File: src/hdl/esc_pkg.sv
// Shared types, constants and helpers for the sensor compensation block.
package esc_pkg;

	typedef struct packed {
		logic [19:0] raw_temp;
		logic [19:0] raw_press;
		logic [15:0] raw_hum;
	} in_t;

	typedef struct packed {
		logic signed [31:0] temp_centi;
		logic        [31:0] press_q24_8;
		logic        [16:0] hum_q22_10;
	} out_t;

	typedef struct packed {
		logic [47:0] temp_trim;
		logic [63:0] press_trim_low;
		logic [63:0] press_trim_high;
		logic [47:0] mixed_trim;
		logic [39:0] hum_trim;
	} trim_t;

	// item handed from the front part to the pressure back part
	typedef struct packed {
		logic [31:0] tf;
		logic [19:0] raw_press;
		logic [31:0] temp;
		logic [16:0] hum;
	} mid_t;

	localparam logic [2:0] CFG_TEMP_TRIM       = 3'd0;
	localparam logic [2:0] CFG_PRESS_TRIM_LOW  = 3'd1;
	localparam logic [2:0] CFG_PRESS_TRIM_HIGH = 3'd2;
	localparam logic [2:0] CFG_MIXED_TRIM      = 3'd3;
	localparam logic [2:0] CFG_HUM_TRIM        = 3'd4;

	localparam logic [31:0] TF_PRESS_OFS = 32'd128000;
	localparam logic [31:0] TF_HUM_OFS   = 32'd76800;
	localparam logic [31:0] HUM_RND      = 32'd16384;
	localparam logic [31:0] HUM_C_OFS    = 32'd32768;
	localparam logic [31:0] HUM_D_OFS    = 32'd2097152;
	localparam logic [31:0] HUM_E_RND    = 32'd8192;
	localparam logic [31:0] HUM_MAX      = 32'd419430400;
	localparam logic [63:0] PRESS_FULL   = 64'd1048576;
	localparam logic [63:0] PRESS_SCALE  = 64'd3125;

	function automatic logic [31:0] asr32(input logic [31:0] x, input int unsigned n);
		logic signed [31:0] s;
		s = $signed(x) >>> n;
		return s;
	endfunction

	function automatic logic [63:0] asr64(input logic [63:0] x, input int unsigned n);
		logic signed [63:0] s;
		s = $signed(x) >>> n;
		return s;
	endfunction

	function automatic logic [31:0] sx16(input logic [15:0] x);
		return {{16{x[15]}}, x};
	endfunction

	function automatic logic [63:0] sx16w(input logic [15:0] x);
		return {{48{x[15]}}, x};
	endfunction

endpackage

File: src/hdl/esc_mul64.sv
// Shared 64x64 multiply, low 64 bits, one 32x32 partial product per cycle while go is high.
module esc_mul64 (
	input  logic        clk,
	input  logic        arst_n,
	input  logic        go,
	input  logic [63:0] a,
	input  logic [63:0] b,
	output logic        done,
	output logic [63:0] p
);
	logic [1:0]  ph_q;
	logic [31:0] opx, opy;
	logic [63:0] prod;
	logic [63:0] pp0_q;
	logic [31:0] pp1_q, pp2_q;

	always_comb begin
		unique case (ph_q)
			2'd0:    begin opx = a[31:0];  opy = b[31:0];  end
			2'd1:    begin opx = a[31:0];  opy = b[63:32]; end
			default: begin opx = a[63:32]; opy = b[31:0];  end
		endcase
	end

	assign prod = opx * opy;
	assign done = go && (ph_q == 2'd3);
	assign p    = pp0_q + {pp1_q + pp2_q, 32'b0};

	always_ff @(posedge clk or negedge arst_n) begin
		if (!arst_n) begin
			ph_q <= '0;
		end else if (go) begin
			ph_q <= ph_q + 1'b1;
		end
	end

	always_ff @(posedge clk) begin
		unique case (ph_q)
			2'd0:    pp0_q <= prod;
			2'd1:    pp1_q <= prod[31:0];
			2'd2:    pp2_q <= prod[31:0];
			default: ;
		endcase
	end

endmodule

File: src/hdl/esc_div64.sv
// Signed 64-bit divider, truncating, one quotient bit per cycle while busy.
module esc_div64 (
	input  logic        clk,
	input  logic        arst_n,
	input  logic        start,
	input  logic [63:0] n,
	input  logic [63:0] d,
	output logic        done,
	output logic [63:0] q
);
	logic        busy_q, done_q, neg_q;
	logic [6:0]  cnt_q;
	logic [63:0] ud_q, quo_q;
	logic [64:0] rem_q, sh;
	logic        ge;

	assign sh   = {rem_q[63:0], quo_q[63]};
	assign ge   = sh >= {1'b0, ud_q};
	assign done = done_q;
	assign q    = neg_q ? (64'd0 - quo_q) : quo_q;

	always_ff @(posedge clk or negedge arst_n) begin
		if (!arst_n) begin
			busy_q <= 1'b0;
			done_q <= 1'b0;
			cnt_q  <= '0;
		end else begin
			done_q <= 1'b0;
			if (start) begin
				busy_q <= 1'b1;
				cnt_q  <= 7'd64;
			end else if (busy_q) begin
				cnt_q <= cnt_q - 1'b1;
				if (cnt_q == 7'd1) begin
					busy_q <= 1'b0;
					done_q <= 1'b1;
				end
			end
		end
	end

	always_ff @(posedge clk) begin
		if (start) begin
			neg_q <= n[63] ^ d[63];
			ud_q  <= d[63] ? 64'd0 - d : d;
			quo_q <= n[63] ? 64'd0 - n : n;
			rem_q <= '0;
		end else if (busy_q) begin
			rem_q <= ge ? sh - {1'b0, ud_q} : sh;
			quo_q <= {quo_q[62:0], ge};
		end
	end

endmodule

File: src/hdl/esc_back.sv
// Back part: sequences the 64-bit pressure compensation and holds the result.
module esc_back (
	input  logic           clk,
	input  logic           arst_n,
	input  esc_pkg::trim_t trim,
	input  logic           mid_empty,
	input  esc_pkg::mid_t  mid_item,
	output logic           mid_pop,
	output logic           empty,
	input  logic           pop,
	output esc_pkg::out_t  result
);
	import esc_pkg::*;

	typedef enum logic [2:0] {ST_IDLE, ST_MUL, ST_DIV, ST_SUM, ST_FIN, ST_HOLD} state_t;

	state_t      state_q;
	logic [3:0]  step_q;
	logic [63:0] v1_q, s_q, v2_q, a_q, b_q, npre_q, p_q, ps_q, x_q, w1_q, w2_q, sum_q;
	logic [19:0] rp_q;
	logic [31:0] temp_q, press_q;
	logic [16:0] hum_q;
	logic        ovalid_q;
	out_t        out_q;

	logic [63:0] p1, p2, p3, p4, p5, p6, p7, p8, p9;
	logic [63:0] ma, mb, mr, dq, bnew;
	logic        mgo, mdone, dstart, ddone, load;

	assign p1 = {48'b0, trim.press_trim_low[15:0]};
	assign p2 = sx16w(trim.press_trim_low[31:16]);
	assign p3 = sx16w(trim.press_trim_low[47:32]);
	assign p4 = sx16w(trim.press_trim_low[63:48]);
	assign p5 = sx16w(trim.press_trim_high[15:0]);
	assign p6 = sx16w(trim.press_trim_high[31:16]);
	assign p7 = sx16w(trim.press_trim_high[47:32]);
	assign p8 = sx16w(trim.press_trim_high[63:48]);
	assign p9 = sx16w(trim.mixed_trim[15:0]);

	always_comb begin
		unique case (step_q)
			4'd0:    begin ma = v1_q;                   mb = v1_q;        end
			4'd1:    begin ma = s_q;                    mb = p6;          end
			4'd2:    begin ma = v1_q;                   mb = p5;          end
			4'd3:    begin ma = s_q;                    mb = p3;          end
			4'd4:    begin ma = v1_q;                   mb = p2;          end
			4'd5:    begin ma = (64'd1 << 47) + a_q;    mb = p1;          end
			4'd6:    begin ma = npre_q;                 mb = PRESS_SCALE; end
			4'd7:    begin ma = p9;                     mb = ps_q;        end
			4'd8:    begin ma = x_q;                    mb = ps_q;        end
			4'd9:    begin ma = p8;                     mb = p_q;         end
			default: begin ma = '0;                     mb = '0;          end
		endcase
	end

	assign mgo     = (state_q == ST_MUL);
	assign dstart  = mdone && (step_q == 4'd6);
	assign bnew    = asr64(mr, 33);
	assign mid_pop = (state_q == ST_IDLE) && !mid_empty;
	assign load    = (state_q == ST_HOLD) && (!ovalid_q || pop);
	assign empty   = !ovalid_q;
	assign result  = out_q;

	esc_mul64 u_mul (
		.clk    (clk),
		.arst_n (arst_n),
		.go     (mgo),
		.a      (ma),
		.b      (mb),
		.done   (mdone),
		.p      (mr)
	);

	esc_div64 u_div (
		.clk    (clk),
		.arst_n (arst_n),
		.start  (dstart),
		.n      (mr),
		.d      (b_q),
		.done   (ddone),
		.q      (dq)
	);

	always_ff @(posedge clk or negedge arst_n) begin
		if (!arst_n) begin
			state_q  <= ST_IDLE;
			step_q   <= '0;
			ovalid_q <= 1'b0;
		end else begin
			if (load) ovalid_q <= 1'b1;
			else if (pop) ovalid_q <= 1'b0;
			unique case (state_q)
				ST_IDLE: begin
					if (!mid_empty) begin
						state_q <= ST_MUL;
						step_q  <= 4'd0;
					end
				end
				ST_MUL: begin
					if (mdone) begin
						priority if (step_q == 4'd5 && bnew == '0) begin
							state_q <= ST_HOLD;
						end else if (step_q == 4'd6) begin
							state_q <= ST_DIV;
						end else if (step_q == 4'd9) begin
							state_q <= ST_SUM;
						end else begin
							step_q <= step_q + 1'b1;
						end
					end
				end
				ST_DIV: begin
					if (ddone) begin
						state_q <= ST_MUL;
						step_q  <= 4'd7;
					end
				end
				ST_SUM:  state_q <= ST_FIN;
				ST_FIN:  state_q <= ST_HOLD;
				ST_HOLD: if (load) state_q <= ST_IDLE;
				default: state_q <= ST_IDLE;
			endcase
		end
	end

	always_ff @(posedge clk) begin
		if (mid_pop) begin
			v1_q    <= {{32{mid_item.tf[31]}}, mid_item.tf} - {32'b0, TF_PRESS_OFS};
			rp_q    <= mid_item.raw_press;
			temp_q  <= mid_item.temp;
			hum_q   <= mid_item.hum;
			press_q <= '0;
		end
		if (mgo && mdone) begin
			unique case (step_q)
				4'd0: s_q  <= mr;
				4'd1: v2_q <= mr;
				4'd2: v2_q <= v2_q + (mr << 17) + (p4 << 35);
				4'd3: a_q  <= asr64(mr, 8);
				4'd4: a_q  <= a_q + (mr << 12);
				4'd5: begin
					b_q    <= bnew;
					npre_q <= ((PRESS_FULL - {44'b0, rp_q}) << 31) - v2_q;
				end
				4'd7: x_q  <= mr;
				4'd8: w1_q <= asr64(mr, 25);
				4'd9: w2_q <= asr64(mr, 19);
				default: ;
			endcase
		end
		if (state_q == ST_DIV && ddone) begin
			p_q  <= dq;
			ps_q <= asr64(dq, 13);
		end
		if (state_q == ST_SUM) sum_q <= p_q + w1_q + w2_q;
		if (state_q == ST_FIN) press_q <= 32'(asr64(sum_q, 8) + (p7 << 4));
		if (load) begin
			out_q.temp_centi  <= temp_q;
			out_q.press_q24_8 <= press_q;
			out_q.hum_q22_10  <= hum_q;
		end
	end

endmodule

File: config.mk
export PLATFORM = sky130hd
export DESIGN_NAME = esc_back
export DESIGN_NICKNAME = d
export VERILOG_FILES = /design/src/hdl/esc_pkg.sv /design/src/hdl/esc_mul64.sv /design/src/hdl/esc_div64.sv /design/src/hdl/esc_back.sv
export SDC_FILE = /design/constraint.sdc
export NUM_CORES = 2
export LEC_CHECK = 0
export ABC_AREA = 1
export BUFFER_PORTS_ARGS = -buffer_cell sky130_fd_sc_hd__buf_2
export CELL_PAD_IN_SITES_DETAIL_PLACEMENT = 1
export CELL_PAD_IN_SITES_GLOBAL_PLACEMENT = 1
export CORE_MARGIN = 4
export CORE_UTILIZATION = 50
export CTS_BUF_LIST = sky130_fd_sc_hd__clkbuf_4 sky130_fd_sc_hd__clkbuf_8
export CTS_CLUSTER_DIAMETER = 120
export CTS_CLUSTER_SIZE = 12
export DETAILED_ROUTE_END_ITERATION = 7
export PLACE_DENSITY_LB_ADDON = 0.08
export SLEW_MARGIN = 0
export SYNTH_ARGS = -nofsm -noshare
export SYNTH_HDL_FRONTEND = slang
export SYNTH_SLANG_ARGS = --single-unit
File: constraint.sdc
create_clock -name clk -period 16.07 [get_ports clk]
set_clock_uncertainty 0.1 [all_clocks]
set_input_delay 3.214 -clock clk [delete_from_list [all_inputs] [get_ports clk]]
set_output_delay 3.214 -clock clk [all_outputs]
set_load 0.03 [all_outputs]
==> reports/qor.csv <==
stage,metric,value,unit
status,status,"complete, no violations",
worst_setup_path,Crit Reg-Reg Startpoint,step_q[0],
placed_design,I/O Buffers,331,
worst_setup_path,CP endpoint kind,flip-flop,
route,DR vias/cell,6.060,
yosys,Yosys Warn Count,0,
clock_tree,total CTS buffers,99,
hold_path,Hold Path Cell Cnt,0,
placed_design,routability cong.,1.046,
clock_tree,Longest Clk Path Bufs,3,
sta,RSZ-0062 raised after global routing,no,
yosys,Gate Count Post-Synth,11740,
floorplan,die height,454.7,µm
sta,max-slew violations,0,
cells_and_area,Layout area overhead,6.770,%
route,DRC errors left,0,
sta,period utilization,81.76,%
yosys,"Seq/Total Area, Yosys",30.84,%
route,Final ANT Viol Nets,0,
yosys,Mapped Area,99760,µm²
cells_and_area,final-layout fill cell count,23794,
yosys,Syn Area/Cell,8.498,µm²
worst_setup_path,worst path arrival time,13.75,ns
clock_tree,clock transition at the registers of the reported paths,0.09,ns
worst_setup_path,Crit-path slowest cell,nand2_1,
sta,Peak Freq,76.11,MHz
route,DR WL/cell,29.52,µm
clock_tree,PostCTS Resize Cnt,0,
floorplan,die area,206700,µm²
worst_setup_path,worst reg-to-reg path cell count,35,
clock_tree,hold-fix buffers at CTS,0,
grt,largest net degree at the start of global routing,77,
yosys,dominant synthesized flop cell,edfxtp_1,
floorplan,starting density of the core,50.43,%
route,Initial DRC Count,9635,
floorplan,Boundary Pins,452,
yosys,Netlist cell types,76,
grt,gr ovfl total,0,
cells_and_area,final-stage net count,13970,
worst_setup_path,CP peak stage delay,0.66,ns
sta,fin crit period,13.14,ns
worst_setup_path,CP max FO,20,
yosys,Post-Syn Nets,13683,
clock_tree,CTS H-Tree Depth,3,
hold_path,Hold Startpoint,temp_q[0],
worst_setup_path,Crit path required time,16.68,ns
sta,Fin. Hold Viols,0,
yosys,share of flip-flops with an asynchronous set or reset,1.811,%
sta,Slew HR,11.09,%
grt,Global Route Usage Sum,41.80,%
placed_design,final HPWL from detailed placement,346500,µm
worst_setup_path,CP most frequent cell,fa_1,
floorplan,Die Width,454.7,µm
yosys,Yosys top cell by area,edfxtp_1,
clock_tree,clock sink count,1049,
sta,"Setup violations, final",0,
yosys,Post-synth EDFFs,966,
floorplan,standard-cell rows,163,
floorplan,core area,197800,µm²
cells_and_area,"commonest non-fill, non-tap cell in the layout",nand2_1,
clock_tree,# Post-CTS Setup Buffers,0,
cells_and_area,"commonest non-fill, non-tap cells in the layout","nand2_1, inv_1, nor2_1",
worst_setup_path,CP startpoint kind,input pin,
route,1st-pass router iterations,6,
yosys,area share of the largest cell type after synthesis,29.08,%
sta,Fin Setup TNS,0,ns
grt,first-pass GRT wire length,628500,µm
grt,number of global-route vias before repair,94323,
grt,initial antenna violation count,59,
clock_tree,worst-skew pair later-pin latency,0.98,ns
clock_tree,clk root buf,clkbuf_8,
route,Vias,89463,
worst_setup_path,Setup CP Type,input pin to flip-flop,
route,"wirelength, routed",435700,µm
clock_tree,TritonCTS clock tree,yes,
hold_path,Worst Hold Class,flip-flop to flip-flop,
yosys,top area cells in the synthesized netlist,"edfxtp_1, fa_1, nand2_1",
sta,worst slew pin tran,1.320,ns
worst_setup_path,Crit. Startpoint,trim[55],
yosys,Yosys reg bits,1049,
job,Max-Cap Viols,0,
cells_and_area,fraction of layout cells with a size suffix above 1,7.357,%
## cells in the mapped netlist, drive strengths merged, types with 147 or more instances
library cell	instances
edfxtp	966
xnor2	147
a21oi	594
nand2	2287
inv	2231
fa	968
nand3	469
buf	220
xor2	307
ha	606
o21ai	524
nor2	1414
## sequential cells by signal, summed over array words and instances (netlist names), 7 cells and up
name         cells
u_mul.pp0_q     64
u_div.ud_q      32
sum_q           32
p_q             64
v2_q            64
v1_q            33
x_q             64
temp_q          32
u_div.quo_q     64
u_div.cnt_q      7
u_mul.pp1_q     32
u_div.rem_q     64
b_q             31
press_q         32
result          81
u_mul.pp2_q     32
hum_q           17
npre_q          64
w1_q            39
rp_q            20
a_q             64
w2_q            40
s_q             64
## critical path, delay by kind of cell
kind	cells	cell delay, ns
AOI/OAI and AO/OA	3	1.11
and+or+nand+nor	15	3.50
xor gates and xnor gates	1	0.26
buffers and inverters	7	1.14
adders and majority gates	9	4.50
## per-stage QoR
stage | utilization [%] | hold slack (ns) | worst slack, ns | cells | cell area, µm²
2_1_floorplan | - | 0.3003 | 1.947 | 11740 | 99760
3_3_place_gp | 52.84 | 0.3002 | 2.515 | 14566 | 104500
3_5_place_dp | 52.84 | 0.3057 | 2.438 | 14566 | 104500
4_1_cts | 53.79 | 0.3153 | 3.350 | 14723 | 106400
5_1_grt | 53.82 | 0.3282 | 2.830 | 14740 | 106500
6_report | 53.84 | 0.3146 | 2.932 | 14762 | 106500
## cell type report
class	count	area, µm²	share of cell area [%]
Antenna cell	39	97.59	0.09162
Clock inverter	11	173.9	0.1633
Tap cell	2640	3303	3.101
Timing Repair Buffer	486	2820	2.648
Inverter	2234	8396	7.882
Sequential cell	1049	30760	28.88
Clock buffer	146	1722	1.616
Multi-Input combinational cell	8157	59240	55.62
## metal layers
metal  up-vias  track usage (%)  share of wire, %
li1      38136                -                 -
met1     45233            52.02                37
met2      4810            64.71                44
met3      1254            10.91                11
met4        30            26.86               7.9
met5         -                0             0.066
## kinds of logic after synthesis
kind of cell,after synthesis,synth area share [%]
and+or+nand+nor,4563,19.02
adders and majority gates,1574,27.03
AOI/OAI and AO/OA,1565,9.153
buffers and inverters,2534,9.971
DFF,1049,30.84
xor gates and xnor gates,454,3.986
other,1,0.003759
## worst paths after layout
path / end / slack (ns)
worst max-delay path: u_mul.pp0_q[58] / 2.93
worst min-delay path: result[49] / 0.31
worst max register to register: u_mul.pp0_q[45] / 3.38
worst min register to register: result[49] / 0.31
max in group asynchronous: u_div.busy_q / 13.29
min in group asynchronous: state_q[2] / 2.16
Power is not shown: default switching activity piles up to over one toggle a cycle in this logic, so the estimate is an artifact.
