File: src/hdl/esc_pkg.sv
// Shared types, constants and helpers for the sensor compensation block.
package esc_pkg;

	typedef struct packed {
		logic [19:0] raw_temp;
		logic [19:0] raw_press;
		logic [15:0] raw_hum;
	} in_t;

	typedef struct packed {
		logic signed [31:0] temp_centi;
		logic        [31:0] press_q24_8;
		logic        [16:0] hum_q22_10;
	} out_t;

	typedef struct packed {
		logic [47:0] temp_trim;
		logic [63:0] press_trim_low;
		logic [63:0] press_trim_high;
		logic [47:0] mixed_trim;
		logic [39:0] hum_trim;
	} trim_t;

	// item handed from the front part to the pressure back part
	typedef struct packed {
		logic [31:0] tf;
		logic [19:0] raw_press;
		logic [31:0] temp;
		logic [16:0] hum;
	} mid_t;

	localparam logic [2:0] CFG_TEMP_TRIM       = 3'd0;
	localparam logic [2:0] CFG_PRESS_TRIM_LOW  = 3'd1;
	localparam logic [2:0] CFG_PRESS_TRIM_HIGH = 3'd2;
	localparam logic [2:0] CFG_MIXED_TRIM      = 3'd3;
	localparam logic [2:0] CFG_HUM_TRIM        = 3'd4;

	localparam logic [31:0] TF_PRESS_OFS = 32'd128000;
	localparam logic [31:0] TF_HUM_OFS   = 32'd76800;
	localparam logic [31:0] HUM_RND      = 32'd16384;
	localparam logic [31:0] HUM_C_OFS    = 32'd32768;
	localparam logic [31:0] HUM_D_OFS    = 32'd2097152;
	localparam logic [31:0] HUM_E_RND    = 32'd8192;
	localparam logic [31:0] HUM_MAX      = 32'd419430400;
	localparam logic [63:0] PRESS_FULL   = 64'd1048576;
	localparam logic [63:0] PRESS_SCALE  = 64'd3125;

	function automatic logic [31:0] asr32(input logic [31:0] x, input int unsigned n);
		logic signed [31:0] s;
		s = $signed(x) >>> n;
		return s;
	endfunction

	function automatic logic [63:0] asr64(input logic [63:0] x, input int unsigned n);
		logic signed [63:0] s;
		s = $signed(x) >>> n;
		return s;
	endfunction

	function automatic logic [31:0] sx16(input logic [15:0] x);
		return {{16{x[15]}}, x};
	endfunction

	function automatic logic [63:0] sx16w(input logic [15:0] x);
		return {{48{x[15]}}, x};
	endfunction

endpackage

File: src/hdl/esc_fifo.sv
// Small queue between the front and back parts.
module esc_fifo #(
	parameter int DEPTH = 4
) (
	input  logic          clk,
	input  logic          arst_n,
	input  logic          wr,
	input  esc_pkg::mid_t wdata,
	output logic          full,
	input  logic          rd,
	output esc_pkg::mid_t rdata,
	output logic          empty
);
	import esc_pkg::*;

	localparam int AW = (DEPTH > 1) ? $clog2(DEPTH) : 1;
	localparam int CW = $clog2(DEPTH + 1);

	mid_t          mem [DEPTH];
	logic [AW-1:0] wp_q, rp_q;
	logic [CW-1:0] cnt_q;
	logic          do_wr, do_rd;

	assign full  = (cnt_q == CW'(DEPTH));
	assign empty = (cnt_q == '0);
	assign do_wr = wr && !full;
	assign do_rd = rd && !empty;
	assign rdata = mem[rp_q];

	always_ff @(posedge clk or negedge arst_n) begin
		if (!arst_n) begin
			wp_q  <= '0;
			rp_q  <= '0;
			cnt_q <= '0;
		end else begin
			if (do_wr) wp_q <= (wp_q == AW'(DEPTH - 1)) ? '0 : wp_q + 1'b1;
			if (do_rd) rp_q <= (rp_q == AW'(DEPTH - 1)) ? '0 : rp_q + 1'b1;
			if (do_wr && !do_rd) cnt_q <= cnt_q + 1'b1;
			else if (do_rd && !do_wr) cnt_q <= cnt_q - 1'b1;
		end
	end

	always_ff @(posedge clk) begin
		if (do_wr) mem[wp_q] <= wdata;
	end

endmodule

File: config.mk
export PLATFORM = sky130hd
export DESIGN_NAME = esc_fifo
export DESIGN_NICKNAME = d
export VERILOG_FILES = /design/src/hdl/esc_pkg.sv /design/src/hdl/esc_fifo.sv
export SDC_FILE = /design/constraint.sdc
export NUM_CORES = 1
export LEC_CHECK = 0
export BUFFER_PORTS_ARGS = -buffer_cell sky130_fd_sc_hd__buf_2
export CAP_MARGIN = 20
export CORE_MARGIN = 4
export CORE_UTILIZATION = 35
export DETAILED_ROUTE_END_ITERATION = 8
export GPL_TIMING_DRIVEN = 0
export PLACE_DENSITY_LB_ADDON = 0.1
export SYNTH_ARGS = -nofsm -noshare
export SYNTH_HDL_FRONTEND = slang
export SYNTH_SLANG_ARGS = --single-unit
File: constraint.sdc
create_clock -name clk -period 10.4 [get_ports clk]
set_input_delay 1.56 -clock clk [delete_from_list [all_inputs] [get_ports clk]]
set_output_delay 1.56 -clock clk [all_outputs]
set_load 0.05 [all_outputs]
==> results of run 1 <==
-- power by group --
part	total (W)	switching (W)	leakage, nW	internal, W
combinational	0.00241	0.00166	1.81	0.000751
clock	0.00151	0.000598	0.700	0.000914
sequential	0.00226	0.0000746	3.78	0.00218
-- stage by stage --
stage	area [um^2]	total power, W	instances
after global placement	16800	0.00474	1349
after global routing	18500	0.00647	1438
after CTS	18500	0.00631	1437
after detailed placement	17100	0.00477	1359
after floorplan	15100	0.00414	565
final	18500	0.00618	1441
-- flip-flops by register name, indices dropped and copies added (netlist names) --
register and flops:
mem 404, cnt_q 3, rp_q 2, wp_q 2
-- per-layer routing --
| layer | track usage (%) | vias up |
|---|---|---|
| met1 | 15.9 | 3580 |
| met3 | 4.18 | 62 |
| met4 | 4.51 | 8 |
| met2 | 23.3 | 174 |
| met5 | 0 | - |
| li1 | - | 2987 |
-- cell families after synthesis --
logic type / after synthesis / synth area share [%]
DFF: 411 / 81.6
AOI/OAI and AO/OA: 2 / 0.133
and+or+nand+nor: 11 / 0.431
adders and majority gates: 7 / 0.630
buffers and inverters: 26 / 1.68
xor gates and xnor gates: 3 / 0.174
muxes: 105 / 15.4
-- final timing paths --
| kind | slack (ps) | from | cells after the start | to |
|---|---|---|---|---|
| max | 6570 | rp_q[1] | 4 | rdata[19] |
| min | 560 | cnt_q[2] | 1 | cnt_q[2] |
| max reg2reg | 8080 | cnt_q[2] | 5 | mem[1][34] |
| min reg2reg | 560 | cnt_q[2] | 1 | cnt_q[2] |
| max in group asynchronous | 9400 | arst_n | 1 | rp_q[0] |
| min in group asynchronous | 830 | arst_n | 1 | cnt_q[2] |
-- cell usage in the layout (no fill, tap or decap), drive strengths merged, types with 4 or more instances in the layout --
cell type  count
ha             6
clkbuf        58
edfxtp       404
diode          4
dfrtp          7
mux2           4
buf          238
clkinv        18
bufinv         4
mux4         101
-- cell type report --
class                           count  area [um^2]  area share (%)
Clock inverter                     22          200            1.08
Tap cell                          577          722            3.90
Clock buffer                       56         1210            6.52
Sequential cell                   411        12300            66.5
Multi-Input combinational cell    128         2540            13.7
Inverter                            3         11.3          0.0608
Antenna cell                        4         10.0          0.0541
Buffer                             23          241            1.30
Timing Repair Buffer              217         1270            6.88
==> impl_metrics.ini, run 1 <==
[routing]
wl_met3_um = 1970
final_antenna_net_count = 0
drt_wl_total_um = 31100
drcViolationCount = 0
wl_met1_um = 12300
top_layer = met5
vias = 6811
drtIter0Drc = 390
wl_per_cell_um = 21.6
first_pass_iters = 4
wl_met2_um = 16100
via_per_inst = 4.73

[placement]
globalplace.congestion = 0.709
dp_hpwl_um = 20300
dpl_worst_slack_ps = 7010
port_buffers = 207

[timing]
layout_setup_ws_ps = 6570
hold_viol_final = 0
tightest_slew_ps = 736
period_share_pct = 36.9
timing.hold.ws_ps = 561
period_minus_slack_ps = 3830
setup-violations-final = 0
fmax_mhz = 261
rsz0062_at_grt = false
slew_violations = 0
finalClockSkew_ps = 14.7
finalSetupTns_ps = 0
max_slew_margin_pct = 50.9

[setup_path]
path_common_cell = buf_2
slowest_stage = dfrtp_1
criticalPathCategory = reg2out
crit_path_end_kind = output port
critical-path-top-delay-family = buffers and inverters
cp-start-kind = flip-flop
critPathMaxStageDelay_ps = 410
arrival_ps = 2270
cp_num_buf_inv = 3
cp_cell_sequence = buf_2 > buf_2 > mux4_2 > buf_2
crit_fanout = 10
required_ps = 8840

[clock_network]
cts_root_buffer = clkbuf_16
cts_buffers = 44
path_clk_slew_ps = 60
cts_tree = built
clock_latency_ps = 550
cts_hold_buf = 0
cts_resized = 0
clock_sinks = 411
htree_num_levels = 2
cts_setup_buffers = 0
cts_buffer_depth = 3

[yosys]
netlist-cell-type-count = 23
ys_seq_elements = 411
synth_area_um2 = 15100
syn_inst = 565
synth_area_per_cell_um2 = 26.7
yosysSeqAreaShare_pct = 81.6
synth_edf_count = 404
ys.warnings.count = 0
yosysTopAreaCellShare_pct = 80.4
synth_common_cells = 404 x edfxtp_1, 101 x mux4_2, 9 x buf_2, 7 x buf_12, 7 x dfrtp_1
synth_top_flop_cell = edfxtp_1
synthArstFlopShare_pct = 1.70
synth_nets = 677
synth_most_common_cell = edfxtp_1
synth_area_leader_cell = edfxtp_1
synth.area.top_cells = edfxtp_1 80%, mux4_2 15%, dfrtp_1 1.2%

[flow_run]
cap_violations = 0

[power_and_ir_drop]
p_leak_nw = 6.29
p_per_area_nw_per_um2 = 334
vdd_drop_max_uv = 203

[global_routing]
grt_antenna_before_repair = 7
overflow = 0
grt_usage_pct = 13.4
grt_max_degree = 48
grt_pass1_wl_um = 47000
grt_pass1_vias = 7643

[hold_path]
holdCritPathClass = reg2reg

[floorplanning]
fp.dieW_um = 216
die_area_um2 = 46500
core_um2 = 42300
start_util_pct = 35.6
rows = 75
ioPinCount = 208
die_h_um = 216

[outcome]
status = completed

[finish]
final_util_pct = 43.7
final_nets = 940
area_growth_syn_to_layout_pct = 22.7
fill_cells = 3638
drive_gt1_share_pct = 48.0
No activity file was read; power rests on OpenSTA's default activity.
==> run 2: changes to the inputs <==
==> constraint.sdc (replaced) <==
create_clock -name clk -period 3.69 [get_ports clk]
set_input_delay 0.5535 -clock clk [delete_from_list [all_inputs] [get_ports clk]]
set_output_delay 0.5535 -clock clk [all_outputs]
set_load 0.05 [all_outputs]
==> run 2 against run 1 <==
Compared with the run above: first-iteration DRC count is 11% lower; setup slack worse by 5800 ps; flip-flop and latch count stayed put; die area stayed put; global-route usage is 0.22 points lower; power grew to 2.8 times the previous value; non-clock buffer count is 1 higher; critical path type unchanged; largest power group unchanged; highest routed layer unchanged.
==> impl_metrics.ini, run 2 (synthesis gave the netlist of run 1 again) <==
[routing]
via_per_inst = 4.66
vias = 6721
first_pass_iters = 4
wl_per_cell_um = 21.3
final_antenna_net_count = 0
drcViolationCount = 0
drtIter0Drc = 349
drt_wl_total_um = 30700

[timing]
tightest_slew_ps = 673
fmax_mhz = 348
layout_setup_ws_ps = 814
period_minus_slack_ps = 2880
max_slew_margin_pct = 55.1
period_share_pct = 77.9
slew_violations = 0
hold_viol_final = 0
timing.hold.ws_ps = 207
finalClockSkew_ps = 18.6
setup-violations-final = 0
rsz0062_at_grt = false

[placement]
placed_area_um2 = 17100
port_buffers = 207
dp_hpwl_um = 20200
dpl_worst_slack_ps = 1270
globalplace.congestion = 0.720

[setup_path]
criticalPathCategory = reg2out
cp-start-kind = flip-flop
required_ps = 3140
arrival_ps = 2320
rr_worst_depth = 6
crit_fanout = 10
r2r-start = cnt_q[0]
timing.rr.end = cnt_q[1]
rrSetupSlack_ps = 1590
crit_path_end_kind = output port

[global_routing]
grt_usage_pct = 13.2
grt_pass1_vias = 7472
overflow = 0
grt_pass1_wl_um = 46100
grt_antenna_before_repair = 5
grt_max_degree = 46

[finish]
regMostFlops = mem
final_nets = 941
area_growth_syn_to_layout_pct = 22.5
drive_gt1_share_pct = 47.4
layout_common_cells = 404 x edfxtp_1, 216 x buf_2, 101 x mux4_2
layout_commonest_cell = edfxtp_1
top_regs = mem: 404 flops, cnt_q: 3 flops
largest_register_ffs = 404
stdcell_area_um2 = 18500

[clock_network]
cts_root_buffer = clkbuf_16
cts_tree = built
clock_sinks = 411
htree_num_levels = 2
cts_buffers = 44
path_clk_slew_ps = 60
clock_latency_ps = 560
cts_buffer_depth = 3

[hold_path]
worstHoldEndpoint = mem[2][89]
holdCritPathClass = in2reg
worstHoldStart = wdata[89]
min_path_cells = 1

[flow_run]
cap_violations = 0

[floorplanning]
die_h_um = 216
core_um2 = 42300
start_util_pct = 35.6
rows = 75
ioPinCount = 208
die_area_um2 = 46500
fp.dieW_um = 216

[outcome]
status = completed

[power_and_ir_drop]
totalPowerFinal_w = 0.0173
p_per_area_nw_per_um2 = 936
p_leak_nw = 6.27
vdd_drop_max_uv = 451
-- run 2: cell types whose count changed in the layout (fill, tap and decap cells not counted) --
cell           before  now
bufinv_16           4    3
clkbuf_1            9   17
clkinv_8            0    1
dlygate4sd3_1       0    1
clkinv_1            8    5
diode_2             4    2
clkinv_2           10    8
clkbuf_16          45   44
clkbuf_8            4    1
clkinv_4            0    1
buf_16              5    7
buf_12             12   10
inv_6               0    1
-- run 2: worst max-delay path, stage by stage, from the launching register on --
cell	delay, ps
dfrtp_1	420
buf_2	350
buf_2	390
mux4_2	370
buf_2	230
-- run 2: worst max-delay path by stage --
| stage | startpoint | endpoint | depth (start not counted) |
|---|---|---|---|
| 6_report | rp_q[1] | rdata[11] | 4 |
| 5_1_grt | rp_q[1] | rdata[11] | 4 |
| 4_1_cts | rp_q[1] | rdata[11] | 4 |
| 3_5_place_dp | rp_q[1] | rdata[11] | 4 |
| 3_3_place_gp | wr | mem[3][27] | 3 |
| 2_1_floorplan | cnt_q[0] | mem[0][0] | 3 |
-- run 2: final cells by class --
| type | instances | area [um^2] |
|---|---|---|
| tap | 577 | 722 |
| clock buffer | 60 | 1170 |
| antenna | 2 | 5.00 |
| sequential | 411 | 12300 |
| buffer | 23 | 241 |
| inverter | 3 | 11.3 |
| clock inverter | 19 | 183 |
| fill | 3618 | 23800 |
| timing repair buffer | 218 | 1300 |
| multi-input combinational | 128 | 2540 |
-- run 2: power breakdown --
group	total (W)	leakage [nW]	internal (W)	switching, W
clock network	0.00412	0.664	0.00243	0.00168
registers	0.00636	3.78	0.00615	0.000208
logic	0.00682	1.82	0.00213	0.00469
total	0.0173	6.27	0.0107	0.00658
-- run 2: metal layers --
layer	vias to the layer above	track usage, %	routed length, um
met3	48	4.18	2000
li1	2992	-	-
met1	3506	16.0	12300
met5	-	0	57
met4	10	4.17	607
met2	165	22.6	15700
-- run 2: stage by stage --
stage | utilization (%) | TNS [ps] | cells
final | 43.7 | 0 | 1441
after global routing | 43.7 | 0 | 1439
after CTS | 43.7 | 0 | 1439
after detailed placement | 40.4 | 0 | 1359
after global placement | 39.8 | -24190 | 1349
after floorplan | - | 0 | 565
-- run 2: timing repair --
action                                  4_1_cts  5_1_grt
endpoints found under the setup margin        0        0
hold buffers                                  1        0
endpoints found under the hold margin         7        0
resized for setup                             0        0
setup buffers                                 0        0
==> run 3: changes to the inputs <==
==> constraint.sdc (replaced) <==
create_clock -name clk -period 2.6 [get_ports clk]
set_input_delay 0.39 -clock clk [delete_from_list [all_inputs] [get_ports clk]]
set_output_delay 0.39 -clock clk [all_outputs]
set_load 0.05 [all_outputs]
==> run 3 against run 2 <==
Compared with the run above: utilization rose by 2.0 points; hold slack worse by 160 ps; die area unchanged; largest cell class unchanged; combinational power up 66%; count of clock-buffer cells in the layout decreased by 1; clock skew down 5.7 ps; sequential power increased by 42%; via count grew 2.4%.
==> impl_metrics.ini, run 3 (synthesis gave the netlist of run 1 again) <==
[placement]
placed_area_um2 = 17000
port_buffers = 207
post-place-cells = 1356
globalplace.congestion = 0.708
dp_hpwl_um = 19300

[floorplanning]
core_um2 = 42300
rows = 75
start_util_pct = 35.6
fp.dieW_um = 216
die_area_um2 = 46500
ioPinCount = 208
die_h_um = 216

[global_routing]
met3_usage_pct = 3.95
grt_pass1_wl_um = 47500
grt_usage_pct = 13.5
grt_max_degree = 53
grt_pass1_vias = 7796
grt_antenna_before_repair = 3
use_met2_pct = 23.0
grt_use_met1_pct = 16.4
gr-max-usage-layer = met2
overflow = 0

[setup_path]
timing.rr.end = mem[2][39]
r2r-start = cnt_q[2]
cp-startpoint = rp_q[0]
cp_num_buf_inv = 5
path_depth = 6
crit_path_end = rdata[37]
crit_path_end_kind = output port
slowest_stage = mux4_2
critical-path-top-delay-family = buffers and inverters
cp_cell_sequence = buf_6 > buf_12 > clkbuf_16 > clkbuf_16 > mux4_2 > buf_6
rrSetupSlack_ps = 250
rr_worst_depth = 4
cp-start-kind = flip-flop
criticalPathCategory = reg2out
crit_fanout = 5
required_ps = 2210
critPathMaxStageDelay_ps = 510
arrival_ps = 2190

[timing]
period_minus_slack_ps = 2580
rsz0062_at_grt = true
hold_viol_final = 0
period_share_pct = 99.2
fmax_mhz = 388
finalClockSkew_ps = 12.9
tightest_slew_ps = 903
slew_violations = 0
max_slew_margin_pct = 39.8
setup-violations-final = 0

[finish]
layout_commonest_cell = edfxtp_1
largest_register_ffs = 404
area_growth_syn_to_layout_pct = 28.0
drive_gt1_share_pct = 48.9
finalNonFillerCells = 1460
top_regs = mem: 404 flops, cnt_q: 3 flops
regMostFlops = mem
layout_common_cells = 404 x edfxtp_1, 138 x buf_2, 101 x mux4_2
final_nets = 956
stdcell_area_um2 = 19300
fill_cells = 3567

[flow_run]
cap_violations = 0

[power_and_ir_drop]
p_per_area_nw_per_um2 = 1370
totalPowerFinal_w = 0.0265
p_leak_nw = 6.61
vdd_drop_max_uv = 725

[clock_network]
clock_latency_ps = 560
path_clk_slew_ps = 60
cts_buffer_depth = 3
cts_tree = built
cts_root_buffer = clkbuf_16
clock_sinks = 411
htree_num_levels = 2
cts_buffers = 46

[outcome]
status = completed

[routing]
vias = 6881
first_pass_iters = 5
via_per_inst = 4.71
final_antenna_net_count = 0
drtIter0Drc = 411
drt_wl_total_um = 31600
wl_per_cell_um = 21.6
drcViolationCount = 0

[hold_path]
holdCritPathClass = in2reg
-- run 3: cell types whose count changed in the layout (fill, tap and decap cells not counted), moves of 3 or more --
cell,before,now
buf_6,1,72
buf_2,216,138
clkbuf_1,17,12
buf_4,3,10
clkinv_2,8,11
clkbuf_16,44,53
-- run 3: area by class of cell --
type	count	area [um^2]	share of cell area [%]
Timing Repair Buffer	231	1970	10.2
Antenna cell	2	5.00	0.0259
Clock buffer	59	1220	6.32
Inverter	3	11.3	0.0583
Sequential cell	411	12300	63.7
Multi-Input combinational cell	128	2550	13.2
Buffer	23	279	1.44
Clock inverter	26	246	1.28
Tap cell	577	722	3.74
-- run 3: worst min path at each step --
stage	start	endpoint	cells after the start
detailed placement	arst_n	cnt_q[2]	1
floorplan	arst_n	cnt_q[0]	0
CTS	wdata[67]	mem[0][67]	1
global route	wdata[5]	mem[3][5]	1
global placement	arst_n	cnt_q[2]	1
finish	wdata[99]	mem[0][99]	1
-- run 3: stage by stage --
| step | hold slack [ps] | setup TNS (ps) | util, % | worst slack (ps) |
|---|---|---|---|---|
| 4_1_cts | 0.530 | -2570 | 44.9 | -86.0 |
| 3_5_place_dp | 240 | 0 | 40.2 | 107 |
| 5_1_grt | 16.2 | -4020 | 45.6 | -90.3 |
| 6_report | 46.3 | 0 | 45.6 | 22.1 |
| 3_3_place_gp | 229 | -418310 | 39.8 | -1230 |
| 2_1_floorplan | 94.4 | 0 | - | 6.87 |
-- run 3: timing repair --
item / 4_1_cts / 5_1_grt
setup endpoints to repair: 99 / 204
hold endpoints to repair: 12 / 0
gates cloned: 3 / 6
hold buffers: 3 / 0
buffers inserted: 5 / 0
gates resized for setup: 120 / 48
-- run 3: metal layers --
| layer | routed length [um] | share of wire (%) |
|---|---|---|
| met4 | 790 | 2.5 |
| met1 | 12600 | 40 |
| met2 | 16200 | 51 |
| met5 | 25 | 0.079 |
| met3 | 1900 | 6.0 |
-- run 3: power by group --
part	total, W	internal [W]	switching, W
Clock	0.00623	0.00373	0.00250
Combinational	0.0113	0.00432	0.00693
Sequential	0.00905	0.00874	0.000307
Total	0.0265	0.0168	0.00974
